===== config.mk =====
export PLATFORM = sky130hd
export DESIGN_NAME = triangle_strip_tessellator
export DESIGN_NICKNAME = d
export VERILOG_FILES = /design/src/rtl/tst_pkg.sv /design/src/rtl/tst_front.sv /design/src/rtl/tst_queue.sv /design/src/rtl/tst_back.sv /design/src/rtl/triangle_strip_tessellator.sv
export SDC_FILE = /design/constraint.sdc
export NUM_CORES = 2
export LEC_CHECK = 0
export BUFFER_PORTS_ARGS = -buffer_cell sky130_fd_sc_hd__buf_2
export CORE_UTILIZATION = 40
export DETAILED_ROUTE_END_ITERATION = 6
export PLACE_DENSITY = 0.59
export SLEW_MARGIN = 0
export SYNTH_ARGS = -nofsm -noshare
export SYNTH_HDL_FRONTEND = slang
export SYNTH_HIERARCHICAL = 1
export SYNTH_SLANG_ARGS = --single-unit

===== constraint.sdc =====
create_clock -name clk -period 60.7 [get_ports clk]
set_input_delay 15.175 -clock clk [delete_from_list [all_inputs] [get_ports clk]]
set_output_delay 15.175 -clock clk [all_outputs]
set_load 0.1 [all_outputs]

===== src/rtl/tst_pkg.sv =====
// Shared constants, state types and job layout helper for the triangle strip tessellator.
package tst_pkg;

    // Default sizes
    localparam int MAX_STRIPS_DEF = 10;
    localparam int COORD_BITS_DEF = 16;

    // Fixed port and counter widths
    localparam int VEC_BITS    = 48;
    localparam int STRIP_BITS  = 4;
    localparam int SLOT_BITS   = 3;
    localparam int REM_BITS    = 4;
    localparam int LANES       = 3;
    localparam int LEG_LANES   = 6;
    localparam int QUEUE_DEPTH = 2;

    // Last slot of a strip (six vertices) and of the top triangle (three)
    localparam logic [SLOT_BITS-1:0] SLOT_STRIP_END = 3'd5;
    localparam logic [SLOT_BITS-1:0] SLOT_TOP_END   = 3'd2;

    typedef enum logic [1:0] {
        F_IDLE,
        F_DIV,
        F_PUSH
    } front_state_t;

    typedef enum logic [1:0] {
        B_IDLE,
        B_STRIP,
        B_TOP
    } back_state_t;

    // Width of one queued job: six vectors, strip count, per leg-lane
    // quotient, remainder and sign
    function automatic int job_bits(input int cb);
        return 6 * LANES * cb + STRIP_BITS + LEG_LANES * (cb + REM_BITS + 1);
    endfunction

endpackage


===== src/rtl/tst_front.sv =====
// Front end: takes a triangle, clamps the strip count and divides each leg delta by it.
module tst_front
    import tst_pkg::*;
#(
    parameter int MAX_STRIPS = MAX_STRIPS_DEF,
    parameter int COORD_BITS = COORD_BITS_DEF
)
(
    input  logic                            clk,
    input  logic                            rst_n,
    input  logic                            start,
    output logic                            busy,
    input  logic [VEC_BITS-1:0]             corner_bottom_left,
    input  logic [VEC_BITS-1:0]             corner_bottom_right,
    input  logic [VEC_BITS-1:0]             corner_top,
    input  logic [VEC_BITS-1:0]             normal_left,
    input  logic [VEC_BITS-1:0]             normal_right,
    input  logic [VEC_BITS-1:0]             normal_top,
    input  logic [STRIP_BITS-1:0]           subdivision_count,
    input  logic                            queue_full,
    output logic                            push,
    output logic [job_bits(COORD_BITS)-1:0] job
);

    localparam int CB    = COORD_BITS;
    localparam int VW    = LANES * CB;
    localparam int CNT_W = $clog2(CB + 1);

    front_state_t state_reg, state_next;

    logic                  accept;
    logic                  div_step;
    logic [CNT_W-1:0]      cnt_reg;
    logic [VW-1:0]         bl_reg, br_reg, tp_reg, nl_reg, nr_reg, nt_reg;
    logic [STRIP_BITS-1:0] n_reg, n_sat;
    logic [CB-1:0]         dq_reg  [LEG_LANES];
    logic [REM_BITS-1:0]   dr_reg  [LEG_LANES];
    logic                  sg_reg  [LEG_LANES];
    logic [LEG_LANES*CB-1:0]       q_flat;
    logic [LEG_LANES*REM_BITS-1:0] r_flat;
    logic [LEG_LANES-1:0]          s_flat;

    // Strip count: zero acts as one, large values clamp
    always_comb
    begin
        if (subdivision_count == '0)
            n_sat = STRIP_BITS'(1);
        else if (subdivision_count > STRIP_BITS'(MAX_STRIPS))
            n_sat = STRIP_BITS'(MAX_STRIPS);
        else
            n_sat = subdivision_count;
    end

    // Next state
    always_comb
    begin
        state_next = state_reg;
        case (state_reg)
            F_IDLE:
            begin
                if (start)
                    state_next = F_DIV;
            end
            F_DIV:
            begin
                if (cnt_reg == CNT_W'(CB - 1))
                    state_next = F_PUSH;
            end
            F_PUSH:
            begin
                if (!queue_full)
                    state_next = F_IDLE;
            end
            default:
            begin
                state_next = F_IDLE;
            end
        endcase
    end

    // Control outputs
    always_comb
    begin
        busy     = (state_reg != F_IDLE);
        accept   = start && (state_reg == F_IDLE);
        div_step = (state_reg == F_DIV);
        push     = (state_reg == F_PUSH) && !queue_full;
    end

    always_ff @(posedge clk or negedge rst_n)
    begin
        if (!rst_n)
        begin
            state_reg <= F_IDLE;
            cnt_reg   <= '0;
        end
        else
        begin
            state_reg <= state_next;
            if (accept)
                cnt_reg <= '0;
            else if (div_step)
                cnt_reg <= cnt_reg + CNT_W'(1);
        end
    end

    // Triangle capture, masked to the packed lanes
    always_ff @(posedge clk)
    begin
        if (accept)
        begin
            bl_reg <= corner_bottom_left[VW-1:0];
            br_reg <= corner_bottom_right[VW-1:0];
            tp_reg <= corner_top[VW-1:0];
            nl_reg <= normal_left[VW-1:0];
            nr_reg <= normal_right[VW-1:0];
            nt_reg <= normal_top[VW-1:0];
            n_reg  <= n_sat;
        end
    end

    // One restoring divider per leg and lane: |top - bottom| / n, one bit a cycle
    for (genvar j = 0; j < LEG_LANES; j++)
    begin : g_div
        localparam int LANE = j % LANES;
        logic [CB-1:0]         base_lane, top_lane;
        logic [CB:0]           diff, mag;
        logic [REM_BITS:0]     trial;
        logic                  fits;

        assign base_lane = (j < LANES) ? corner_bottom_left[LANE*CB +: CB]
                                       : corner_bottom_right[LANE*CB +: CB];
        assign top_lane  = corner_top[LANE*CB +: CB];
        assign diff      = {top_lane[CB-1], top_lane} - {base_lane[CB-1], base_lane};
        assign mag       = diff[CB] ? (CB+1)'(-diff) : diff;
        assign trial     = {dr_reg[j], dq_reg[j][CB-1]};
        assign fits      = (trial >= {1'b0, n_reg});

        always_ff @(posedge clk)
        begin
            if (accept)
            begin
                dq_reg[j] <= mag[CB-1:0];
                dr_reg[j] <= '0;
                sg_reg[j] <= diff[CB];
            end
            else if (div_step)
            begin
                dq_reg[j] <= {dq_reg[j][CB-2:0], fits};
                dr_reg[j] <= fits ? REM_BITS'(trial - {1'b0, n_reg}) : trial[REM_BITS-1:0];
            end
        end

        assign q_flat[j*CB +: CB]             = dq_reg[j];
        assign r_flat[j*REM_BITS +: REM_BITS] = dr_reg[j];
        assign s_flat[j]                      = sg_reg[j];
    end

    // Job layout, lowest bits first: BL, BR, T, NL, NR, NT, n, quotients, remainders, signs
    assign job = {s_flat, r_flat, q_flat, n_reg, nt_reg, nr_reg, nl_reg, tp_reg, br_reg, bl_reg};

`ifndef SYNTHESIS
    a_push_room: assert property (@(posedge clk) disable iff (!rst_n)
        push |-> !queue_full)
        else $error("front pushed into a full queue");
    a_accept_div: assert property (@(posedge clk) disable iff (!rst_n)
        (start && !busy) |=> (state_reg == F_DIV) && (cnt_reg == '0))
        else $error("accepted item did not start division");
    a_div_busy: assert property (@(posedge clk) disable iff (!rst_n)
        (state_reg == F_DIV) |-> busy && !push)
        else $error("front idle or pushing during division");
`endif

endmodule


===== src/rtl/tst_queue.sv =====
// Two-entry job queue between front end and back end.
module tst_queue
    import tst_pkg::*;
#(
    parameter int DATA_W = job_bits(COORD_BITS_DEF)
)
(
    input  logic              clk,
    input  logic              rst_n,
    input  logic              push,
    input  logic [DATA_W-1:0] wr_data,
    output logic              full,
    input  logic              pop,
    output logic [DATA_W-1:0] rd_data,
    output logic              empty
);

    // depth is a power of two, pointers wrap naturally
    localparam int PTR_W = (QUEUE_DEPTH > 1) ? $clog2(QUEUE_DEPTH) : 1;
    localparam int CNT_W = $clog2(QUEUE_DEPTH + 1);

    logic [DATA_W-1:0] entry_reg [QUEUE_DEPTH];
    logic [PTR_W-1:0]  wr_ptr_reg, rd_ptr_reg;
    logic [CNT_W-1:0]  count_reg;

    assign full    = (count_reg == CNT_W'(QUEUE_DEPTH));
    assign empty   = (count_reg == '0);
    assign rd_data = entry_reg[rd_ptr_reg];

    // Entry storage
    always_ff @(posedge clk)
    begin
        if (push)
            entry_reg[wr_ptr_reg] <= wr_data;
    end

    // Pointers and fill level
    always_ff @(posedge clk or negedge rst_n)
    begin
        if (!rst_n)
        begin
            wr_ptr_reg <= '0;
            rd_ptr_reg <= '0;
            count_reg  <= '0;
        end
        else
        begin
            if (push)
                wr_ptr_reg <= wr_ptr_reg + PTR_W'(1);
            if (pop)
                rd_ptr_reg <= rd_ptr_reg + PTR_W'(1);
            if (push && !pop)
                count_reg <= count_reg + CNT_W'(1);
            else if (pop && !push)
                count_reg <= count_reg - CNT_W'(1);
        end
    end

endmodule


===== src/rtl/tst_back.sv =====
// Back end: walks the strips and emits one vertex item per cycle.
module tst_back
    import tst_pkg::*;
#(
    parameter int COORD_BITS = COORD_BITS_DEF
)
(
    input  logic                            clk,
    input  logic                            rst_n,
    input  logic                            empty,
    input  logic [job_bits(COORD_BITS)-1:0] rd_data,
    output logic                            pop,
    output logic                            vertex_valid,
    output logic [VEC_BITS-1:0]             vertex_position,
    output logic [VEC_BITS-1:0]             vertex_normal,
    output logic                            last_vertex
);

    localparam int CB  = COORD_BITS;
    localparam int VW  = LANES * CB;
    localparam int O_N = 6 * VW;
    localparam int O_Q = O_N + STRIP_BITS;
    localparam int O_R = O_Q + LEG_LANES * CB;
    localparam int O_S = O_R + LEG_LANES * REM_BITS;

    back_state_t state_reg, state_next;

    logic [VW-1:0]         bl_reg, br_reg, tp_reg, nl_reg, nr_reg, nt_reg;
    logic [STRIP_BITS-1:0] n_reg, job_n;
    logic [STRIP_BITS-1:0] strip_index_reg;
    logic [SLOT_BITS-1:0]  vertex_slot_reg;
    logic [CB-1:0]         step_q_reg [LEG_LANES];
    logic [REM_BITS-1:0]   step_r_reg [LEG_LANES];
    logic                  sg_reg     [LEG_LANES];
    logic [CB-1:0]         cur_q_reg  [LEG_LANES];
    logic [REM_BITS-1:0]   cur_r_reg  [LEG_LANES];
    logic [CB-1:0]         nxt_q_reg  [LEG_LANES];
    logic [REM_BITS-1:0]   nxt_r_reg  [LEG_LANES];
    logic [VW-1:0]         l_cur, r_cur, l_nxt, r_nxt;
    logic [VW-1:0]         pos_sel, nrm_sel;
    logic                  emit, advance, finish, last_strip;

    logic                  vertex_valid_reg, last_vertex_reg;
    logic [VEC_BITS-1:0]   vertex_position_reg, vertex_normal_reg;

    assign job_n      = rd_data[O_N +: STRIP_BITS];
    assign last_strip = (strip_index_reg + STRIP_BITS'(1)) == (n_reg - STRIP_BITS'(1));

    // Next state
    always_comb
    begin
        state_next = state_reg;
        case (state_reg)
            B_IDLE:
            begin
                if (!empty)
                    state_next = (job_n > STRIP_BITS'(1)) ? B_STRIP : B_TOP;
            end
            B_STRIP:
            begin
                if (vertex_slot_reg == SLOT_STRIP_END && last_strip)
                    state_next = B_TOP;
            end
            B_TOP:
            begin
                if (vertex_slot_reg == SLOT_TOP_END)
                    state_next = B_IDLE;
            end
            default:
            begin
                state_next = B_IDLE;
            end
        endcase
    end

    // Control and vertex selection
    always_comb
    begin
        pop     = 1'b0;
        emit    = 1'b0;
        advance = 1'b0;
        finish  = 1'b0;
        pos_sel = l_cur;
        nrm_sel = nl_reg;
        case (state_reg)
            B_IDLE:
            begin
                pop = !empty;
            end
            B_STRIP:
            begin
                emit    = 1'b1;
                advance = (vertex_slot_reg == SLOT_STRIP_END);
                // Lk, Rk, Rk+1, Lk, Rk+1, Lk+1
                case (vertex_slot_reg)
                    3'd1:
                    begin
                        pos_sel = r_cur;
                        nrm_sel = nr_reg;
                    end
                    3'd2, 3'd4:
                    begin
                        pos_sel = r_nxt;
                        nrm_sel = nr_reg;
                    end
                    3'd5:
                    begin
                        pos_sel = l_nxt;
                        nrm_sel = nl_reg;
                    end
                    default:
                    begin
                        pos_sel = l_cur;
                        nrm_sel = nl_reg;
                    end
                endcase
            end
            B_TOP:
            begin
                emit   = 1'b1;
                finish = (vertex_slot_reg == SLOT_TOP_END);
                // L(n-1), R(n-1), apex
                case (vertex_slot_reg)
                    3'd0:
                    begin
                        pos_sel = l_cur;
                        nrm_sel = nl_reg;
                    end
                    3'd1:
                    begin
                        pos_sel = r_cur;
                        nrm_sel = nr_reg;
                    end
                    default:
                    begin
                        pos_sel = tp_reg;
                        nrm_sel = nt_reg;
                    end
                endcase
            end
            default:
            begin
                pop = 1'b0;
            end
        endcase
    end

    // State and counters
    always_ff @(posedge clk or negedge rst_n)
    begin
        if (!rst_n)
        begin
            state_reg       <= B_IDLE;
            strip_index_reg <= '0;
            vertex_slot_reg <= '0;
        end
        else
        begin
            state_reg <= state_next;
            if (pop)
            begin
                strip_index_reg <= '0;
                vertex_slot_reg <= '0;
            end
            else if (emit)
            begin
                if (advance || finish)
                    vertex_slot_reg <= '0;
                else
                    vertex_slot_reg <= vertex_slot_reg + SLOT_BITS'(1);
                if (advance)
                    strip_index_reg <= strip_index_reg + STRIP_BITS'(1);
                else if (finish)
                    strip_index_reg <= '0;
            end
        end
    end

    // Job capture
    always_ff @(posedge clk)
    begin
        if (pop)
        begin
            bl_reg <= rd_data[0*VW +: VW];
            br_reg <= rd_data[1*VW +: VW];
            tp_reg <= rd_data[2*VW +: VW];
            nl_reg <= rd_data[3*VW +: VW];
            nr_reg <= rd_data[4*VW +: VW];
            nt_reg <= rd_data[5*VW +: VW];
            n_reg  <= job_n;
        end
    end

    // Leg points by running quotient and remainder: point i holds |d|*i/n
    for (genvar j = 0; j < LEG_LANES; j++)
    begin : g_leg
        localparam int LANE = j % LANES;
        logic [REM_BITS:0]   sum_r;
        logic                wrap;
        logic [CB-1:0]       new_q;
        logic [REM_BITS-1:0] new_r;
        logic [CB-1:0]       base_lane, cur_pt, nxt_pt;

        assign sum_r = {1'b0, nxt_r_reg[j]} + {1'b0, step_r_reg[j]};
        assign wrap  = (sum_r >= {1'b0, n_reg});
        assign new_r = wrap ? REM_BITS'(sum_r - {1'b0, n_reg}) : sum_r[REM_BITS-1:0];
        assign new_q = nxt_q_reg[j] + step_q_reg[j] + CB'(wrap);

        assign base_lane = (j < LANES) ? bl_reg[LANE*CB +: CB] : br_reg[LANE*CB +: CB];
        assign cur_pt    = sg_reg[j] ? base_lane - cur_q_reg[j] : base_lane + cur_q_reg[j];
        assign nxt_pt    = sg_reg[j] ? base_lane - nxt_q_reg[j] : base_lane + nxt_q_reg[j];

        if (j < LANES)
        begin : g_left
            assign l_cur[LANE*CB +: CB] = cur_pt;
            assign l_nxt[LANE*CB +: CB] = nxt_pt;
        end
        else
        begin : g_right
            assign r_cur[LANE*CB +: CB] = cur_pt;
            assign r_nxt[LANE*CB +: CB] = nxt_pt;
        end

        always_ff @(posedge clk)
        begin
            if (pop)
            begin
                step_q_reg[j] <= rd_data[O_Q + j*CB +: CB];
                step_r_reg[j] <= rd_data[O_R + j*REM_BITS +: REM_BITS];
                sg_reg[j]     <= rd_data[O_S + j];
                cur_q_reg[j]  <= '0;
                cur_r_reg[j]  <= '0;
                nxt_q_reg[j]  <= rd_data[O_Q + j*CB +: CB];
                nxt_r_reg[j]  <= rd_data[O_R + j*REM_BITS +: REM_BITS];
            end
            else if (advance)
            begin
                cur_q_reg[j] <= nxt_q_reg[j];
                cur_r_reg[j] <= nxt_r_reg[j];
                nxt_q_reg[j] <= new_q;
                nxt_r_reg[j] <= new_r;
            end
        end
    end

    // Output register
    always_ff @(posedge clk or negedge rst_n)
    begin
        if (!rst_n)
        begin
            vertex_valid_reg <= 1'b0;
            last_vertex_reg  <= 1'b0;
        end
        else
        begin
            vertex_valid_reg <= emit;
            last_vertex_reg  <= finish;
        end
    end

    always_ff @(posedge clk)
    begin
        if (emit)
        begin
            vertex_position_reg <= VEC_BITS'(pos_sel);
            vertex_normal_reg   <= VEC_BITS'(nrm_sel);
        end
    end

    assign vertex_valid    = vertex_valid_reg;
    assign last_vertex     = last_vertex_reg;
    assign vertex_position = vertex_position_reg;
    assign vertex_normal   = vertex_normal_reg;

`ifndef SYNTHESIS
    a_last_valid: assert property (@(posedge clk) disable iff (!rst_n)
        last_vertex_reg |-> vertex_valid_reg)
        else $error("last flag without a vertex");
    a_pop_data: assert property (@(posedge clk) disable iff (!rst_n)
        pop |-> !empty && (state_reg == B_IDLE))
        else $error("pop from empty queue or while busy");
    a_strip_range: assert property (@(posedge clk) disable iff (!rst_n)
        (state_reg == B_STRIP) |->
            ({1'b0, strip_index_reg} + (STRIP_BITS+1)'(1)) < {1'b0, n_reg})
        else $error("strip index beyond strip count");
    a_rem_range: assert property (@(posedge clk) disable iff (!rst_n)
        (state_reg != B_IDLE) |-> (nxt_r_reg[0] < n_reg) && (cur_r_reg[0] < n_reg))
        else $error("leg remainder not below strip count");
`endif

endmodule


===== src/rtl/triangle_strip_tessellator.sv =====
// Top level of the triangle strip tessellator: config register, front end, queue, back end.
//
// A triangle is taken when start is high and busy is low. With n strips (the
// subdivision_count register, zero read as one, clamped to MAX_STRIPS) it yields
// 6(n-1)+3 vertex items, one per clock on vertex_valid, the last one flagged by
// last_vertex; items cannot be held off. The front end does the bit-serial
// division of the leg deltas and then hands the job to a two-entry queue, so
// busy is high through the division and the hand-off and further while the
// queue is full; a new triangle can be taken only once the front end has
// handed off the last one, while the back end may still be emitting. The back
// end sets the sustained rate for larger n; for small n the divider sets it.
// Write subdivision_count only while no triangle is in flight.
module triangle_strip_tessellator
    import tst_pkg::*;
#(
    parameter int MAX_STRIPS = MAX_STRIPS_DEF,
    parameter int COORD_BITS = COORD_BITS_DEF
)
(
    input  logic                  clk,
    input  logic                  rst_n,
    input  logic                  start,
    output logic                  busy,
    input  logic [VEC_BITS-1:0]   corner_bottom_left,
    input  logic [VEC_BITS-1:0]   corner_bottom_right,
    input  logic [VEC_BITS-1:0]   corner_top,
    input  logic [VEC_BITS-1:0]   normal_left,
    input  logic [VEC_BITS-1:0]   normal_right,
    input  logic [VEC_BITS-1:0]   normal_top,
    input  logic                  cfg_wr_en,
    input  logic [STRIP_BITS-1:0] cfg_wr_data,
    output logic                  vertex_valid,
    output logic [VEC_BITS-1:0]   vertex_position,
    output logic [VEC_BITS-1:0]   vertex_normal,
    output logic                  last_vertex
);

    localparam int JOB_W = job_bits(COORD_BITS);

    logic [STRIP_BITS-1:0] subdivision_count_reg;
    logic                  push, pop, full, empty;
    logic [JOB_W-1:0]      wr_job, rd_job;

    // Strip count register, resets to one strip
    always_ff @(posedge clk or negedge rst_n)
    begin
        if (!rst_n)
            subdivision_count_reg <= STRIP_BITS'(1);
        else if (cfg_wr_en)
            subdivision_count_reg <= cfg_wr_data;
    end

    tst_front #(
        .MAX_STRIPS (MAX_STRIPS),
        .COORD_BITS (COORD_BITS)
    ) u_front (
        .clk                 (clk),
        .rst_n               (rst_n),
        .start               (start),
        .busy                (busy),
        .corner_bottom_left  (corner_bottom_left),
        .corner_bottom_right (corner_bottom_right),
        .corner_top          (corner_top),
        .normal_left         (normal_left),
        .normal_right        (normal_right),
        .normal_top          (normal_top),
        .subdivision_count   (subdivision_count_reg),
        .queue_full          (full),
        .push                (push),
        .job                 (wr_job)
    );

    tst_queue #(
        .DATA_W (JOB_W)
    ) u_queue (
        .clk     (clk),
        .rst_n   (rst_n),
        .push    (push),
        .wr_data (wr_job),
        .full    (full),
        .pop     (pop),
        .rd_data (rd_job),
        .empty   (empty)
    );

    tst_back #(
        .COORD_BITS (COORD_BITS)
    ) u_back (
        .clk             (clk),
        .rst_n           (rst_n),
        .empty           (empty),
        .rd_data         (rd_job),
        .pop             (pop),
        .vertex_valid    (vertex_valid),
        .vertex_position (vertex_position),
        .vertex_normal   (vertex_normal),
        .last_vertex     (last_vertex)
    );

endmodule


Word level (Yosys, flattened, before mapping)
Memories as Yosys holds them, arrays and structs flattened. Cells that the tools add are included.

Multiplexer cells: 103. Bitwise gates (word level): 30. Magnitude comparators: 14. Equal/unequal tests: 17. Reductions and logical operators: 27. Add/subtract/negate cells: 74.

Operators by type and width (number): two-way mux 16 bit (36); case mux 48 bit (2 select lines) (4); adder 16 bit (18); subtractor 16 bit (12); case mux 48 bit (3 select lines) (1); two-way mux 4 bit (29); subtractor 16 x 16 -> 17 bit (6); adder 16 x 1 -> 16 bit (6); negator 16 bit (6); >= comparator 5 x 4 -> 1 bit (12); two-way mux 48 bit (1); subtractor 4 bit (12); adder 4 x 4 -> 5 bit (6); bitwise OR 1 bit (30); two-way mux 2 bit (9); two-way mux 1 bit (16); case mux 2 bit (3 select lines) (2); two-way mux 5 bit (2); two-way mux 3 bit (3); inequality test 2 bit, second input constant (4); nonzero test 2 bit (4); == test 2 bit, second input constant (3); == test 3 bit, second input constant (2); zero test 2 bit (3); 25 further kinds (38).

RAM bits: 1304. Memories: 10. Register bits: 706. Bits of input ports: 296. Output and inout bits: 99.

Memories: u_queue.entry_reg (depth 2, bits a word 418, read ports 1, clocked after memory_dff 0, write ports 1, line tst_queue.sv:22) `logic [DATA_W-1:0] entry_reg [QUEUE_DEPTH];`; u_back.cur_q_reg (depth 6, bits a word 16, read ports 6, clocked after memory_dff 0, write ports 6, line tst_back.sv:35) `logic [CB-1:0] cur_q_reg [LEG_LANES];`; u_back.nxt_q_reg (depth 6, bits a word 16, read ports 6, clocked after memory_dff 0, write ports 6, line tst_back.sv:37) `logic [CB-1:0] nxt_q_reg [LEG_LANES];`; u_back.step_q_reg (depth 6, bits a word 16, read ports 6, clocked after memory_dff 0, write ports 6, line tst_back.sv:32) `logic [CB-1:0] step_q_reg [LEG_LANES];`; u_front.dq_reg (depth 6, bits a word 16, read ports 6, clocked after memory_dff 0, write ports 6, line tst_front.sv:36) `logic [CB-1:0] dq_reg [LEG_LANES];`; u_back.nxt_r_reg (depth 6, bits a word 4, read ports 6, clocked after memory_dff 0, write ports 6, line tst_back.sv:38) `logic [REM_BITS-1:0] nxt_r_reg [LEG_LANES];`; +4 memories.

Longest topological paths before layout
Depth after elaboration: 7. Depth in mapped cells: 19. Mapped depth without buffers: 19.

Modules after synthesis
Netlist, hierarchy kept.

By module, submodules not included: tst_back (seq. area each 22196.3 um^2, area each 45763.9 um^2, cells each 4301, times used 1); tst_queue (seq. area each 25204.2 um^2, area each 30520.5 um^2, cells each 1317, times used 1); tst_front (seq. area each 12727.2 um^2, area each 21774.6 um^2, cells each 1848, times used 1); triangle_strip_tessellator (seq. area each 101.3 um^2, area each 146.4 um^2, cells each 8, times used 1).

Worst setup path after synthesis
Ideal clock, no wire load.

Path kind: input-to-reg. Start: input start. End: register u_front.bl_reg[0] (enable). Required time: 60053 ps. Path slack: 39021 ps. Arrival: 21033 ps. Stages: 2. Setup time: 647 ps. Path through: nand2_1 inv_1.

Cells in the longest elaborated chain, start to end: 1.

RTL lines: start: declaration (line triangle_strip_tessellator.sv:22) `input logic start,`; logical AND 1 bit (line tst_front.sv:85) `accept = start && (state_reg == F_IDLE);`; via u_front.accept (line tst_front.sv:31) `logic accept;`; end signal: assignment (line tst_front.sv:112) `bl_reg <= corner_bottom_left[VW-1:0];`; end: declaration (line tst_front.sv:34) `logic [VW-1:0] bl_reg, br_reg, tp_reg, nl_reg, nr_reg, nt_reg;`.

The timed path passes the listed nets, and every way through them passes these cells. A chain may end at the register's enable or synchronous reset.

==> results.md <==
* Worst path most repeated cell: o21ai_1
* Die X at 497.5 microns
* Crit Path Max Fanout at 17
* Slowest cell on crit path: a21oi_1
* Worst Setup End Kind: flop
* Final period util at 29.57%
* Pre-Repair DR Iteration Count at 7
* Placer Congestion at 0.8992
* Worst path required time at 61.28 ns
* Cts bufs inserted at 213
* RSZ-0062 raised after global routing: false
* CTS clock-pin slew for the worst setup and hold paths at 0.06 ns
* Status: finished clean
* Nets at 8736
* Reg area at 60230 sq um
* Worst path buffer plus inverter count at 2
* Vias in the first global route at 61160
* Setup_tns at 0 ns
* Syn Nets at 8280
* I/O pins at 395
* Relative slew slack at 15.90%
* Core area at 243700 sq um
* Highest cell delay on the worst timing path at 0.99 ns
* IO buf count at 394
* Final Hold Vio Count at 0
* Footprint of the multi-input gates at 35590 sq um
* Largest net degree at the start of global routing at 152
* Final wirelength at 264100 microns
* Setup Viol. Count Final at 0
* Asr flop ratio synth at 1.294%
* Syn avg cell area at 13.14 sq um
* Max reg flops at 836
* First-pass GRT wire length at 388600 microns
* CTS tree: done
* Gates resized, CTS repair at 0
* Area Growth Syn to Fin at 12.85%
* Total of max-cap violations at 0
* Synth warn at 6
* CP delay by family, top: compound AO/OA/AOI/OAI gates
* FP Rows at 181
* Slew Limit Fails at 0
* Initial antenna violation count at 41
* WL per Instance at 23.30 microns
* Final clock skew at 0.08842 ns
* Post-synth EDFFs at 1984
* Post-CTS Hold Fix Bufs at 0
* Mapped Cells at 7474
* Bufs on Longest Clock Path at 3
* All-layer global routing usage at 20.87%
* Crit-path cells: buf_2, inv_1, ha_1, fa_1, nor2b_1, o31a_1, o21ai_1, o211a_1, o21bai_1, nand3_1, a21oi_1, a41oi_1, xnor2_1, o21ai_1
* Remaining antenna violation count at 0
* HP Class: flop to flop
* CP Launch Type: primary input
* Critical Setup Path Class: primary input to flop
* Sink Count at 2010
* #FFs+latches synth at 2010
* Initial drt markers at 5140
* Maximum clock rate at 55.72 MHz
* Routed vias at 62550
* DP HPWL at 180600 microns
* Synthesized area at 98210 sq um
* Worst skew pair latency at 0.90 ns
* Seq/Total Area, Yosys at 61.33%
* DRC viols at 0
* Worst EP arrival at 18.52 ns
* Tmin final at 17.95 ns
* # H-tree levels at 4
* Clk root buf: clkbuf_16
* Die Area at 247500 sq um
* # Post-CTS Setup Buffers at 0
* Initial Utilization at 40.30%
* FILL cells at 21720
* Worst-Margin Slew at 1.261 ns
* Share of post-route cells with drive strength above 1 at 16.20%
* GR Overflow Total at 0
* Primary FF master, synth: edfxtp_1
* Library cells used by synthesis at 102
* Post-layout util at 45.48%
* Via/cell ratio at 5.519
* Die H at 497.5 microns
==> worst paths after layout <==
check / start / endpoint / slack [ns] / depth (start not counted)
max: corner_top[0] / u_front/dq_reg[0][15]$_DFFE_PP_ / 42.75 / 14
min: u_front/nt_reg[30]$_DFFE_PP_ / u_queue/entry_reg[1][270]$_DFFE_PP_ / 0.39 / 0
max reg2reg: u_back/step_r_reg[5][0]$_DFFE_PP_ / u_back/nxt_q_reg[5][15]$_DFFE_PP_ / 55.31 / 17
min reg2reg: u_front/nt_reg[30]$_DFFE_PP_ / u_queue/entry_reg[1][270]$_DFFE_PP_ / 0.39 / 0
max in group asynchronous: rst_n / u_queue/rd_ptr_reg$_DFFE_PN0P_ / 45.72 / 1
min in group asynchronous: rst_n / u_front/cnt_reg[1]$_DFFE_PN0P_ / 14.37 / 1
==> logic make-up (layout without fill, tap and decap cells) <==
group / Yosys count / count (layout) / synth area share [%]
XOR/XNOR: 530 / 530 / 4.734
AND/OR/NAND/NOR: 1701 / 1701 / 8.297
multiplexers: 475 / 475 / 5.411
flip-flops: 2010 / 2010 / 61.33
AO/OA/AOI/OAI: 1678 / 1678 / 10.80
adder cells (fa/ha/maj): 510 / 510 / 6.865
other: 0 / 19 / 0
buffers and inverters: 570 / 1209 / 2.563
==> synthesized netlist by cell type (all sizes together) (80+ instances only) <==
master  instances  area (sq um)
nor2          513          1926
edfxtp       1984         59580
a22oi         119         893.4
nand2         441          1655
inv           339          1272
a31oi          80         506.7
nand3          92         460.4
nor3          154         803.3
mux2          447          5034
ha            462          5781
o21a           86         645.6
xor2          155          1358
o21ai         409          2047
xnor2         375          3292
clkbuf        152         574.3
and2           84         526.8
a21oi         502          2524
==> placed cells by master (no fill, tap or decap), drive strengths merged, types with 75 or more instances in the layout <==
| cell | count |
|---|---|
| ha | 462 |
| nor2b | 77 |
| xor2 | 155 |
| mux2 | 447 |
| a31oi | 80 |
| a21oi | 502 |
| nand3 | 92 |
| inv | 347 |
| o21ai | 409 |
| edfxtp | 1984 |
| nor3 | 154 |
| nand2 | 441 |
| o21a | 86 |
| or3 | 79 |
| a22oi | 119 |
| xnor2 | 375 |
| nand2b | 75 |
| buf | 469 |
| clkinv | 109 |
| clkbuf | 253 |
| and2 | 84 |
| nor2 | 513 |
==> per-layer routing <==
metal	wire length (microns)	track usage, %	up-vias
li1	-	-	29120
met1	116200	28.32	31130
met2	123100	33.74	1854
met3	15310	3.276	425
met4	9241	7.586	14
met5	253	0	-
==> per-stage QoR <==
step / area [sq um] / worst slack [ns] / hold WS [ns] / cells
6_report: 110800 / 42.75 / 0.3948 / 11330
5_1_grt: 110800 / 42.55 / 0.4131 / 11320
4_1_cts: 110800 / 42.89 / 0.3946 / 11320
3_5_place_dp: 103700 / 41.97 / 0.4290 / 10920
3_3_place_gp: 103700 / 41.99 / 0.4218 / 10920
2_1_floorplan: 98210 / 39.02 / 0.4215 / 7474
==> worst register-to-register path, cell delays in order (launching register included) <==
cell       delay [ns]
edfxtp_1         0.37
ha_1             0.24
fa_1             0.50
ha_1             0.34
a21o_1           0.18
a21o_1           0.19
a31o_2           0.21
a21oi_1          0.82
fa_1             0.39
nor2b_1          0.06
o21a_1           0.19
o21ai_1          0.18
a211oi_1         0.15
o31ai_1          0.53
o2111ai_1        0.21
a21oi_1          0.27
xnor2_1          0.16
o21ai_1          0.07
==> cell type report <==
class                   count  area share [%]
repair buffers            469           2.332
clock inverters           145           1.429
well taps                3202           3.615
multi-input cells        4894           32.12
clock buffers             253           4.945
flip-flops and latches   2010           54.35
inverters                 342           1.173
diodes                     19         0.04290
Power is left out: the tool's default activity adds up to more than one toggle a clock period on the data nets, which glitch-free logic cannot reach.
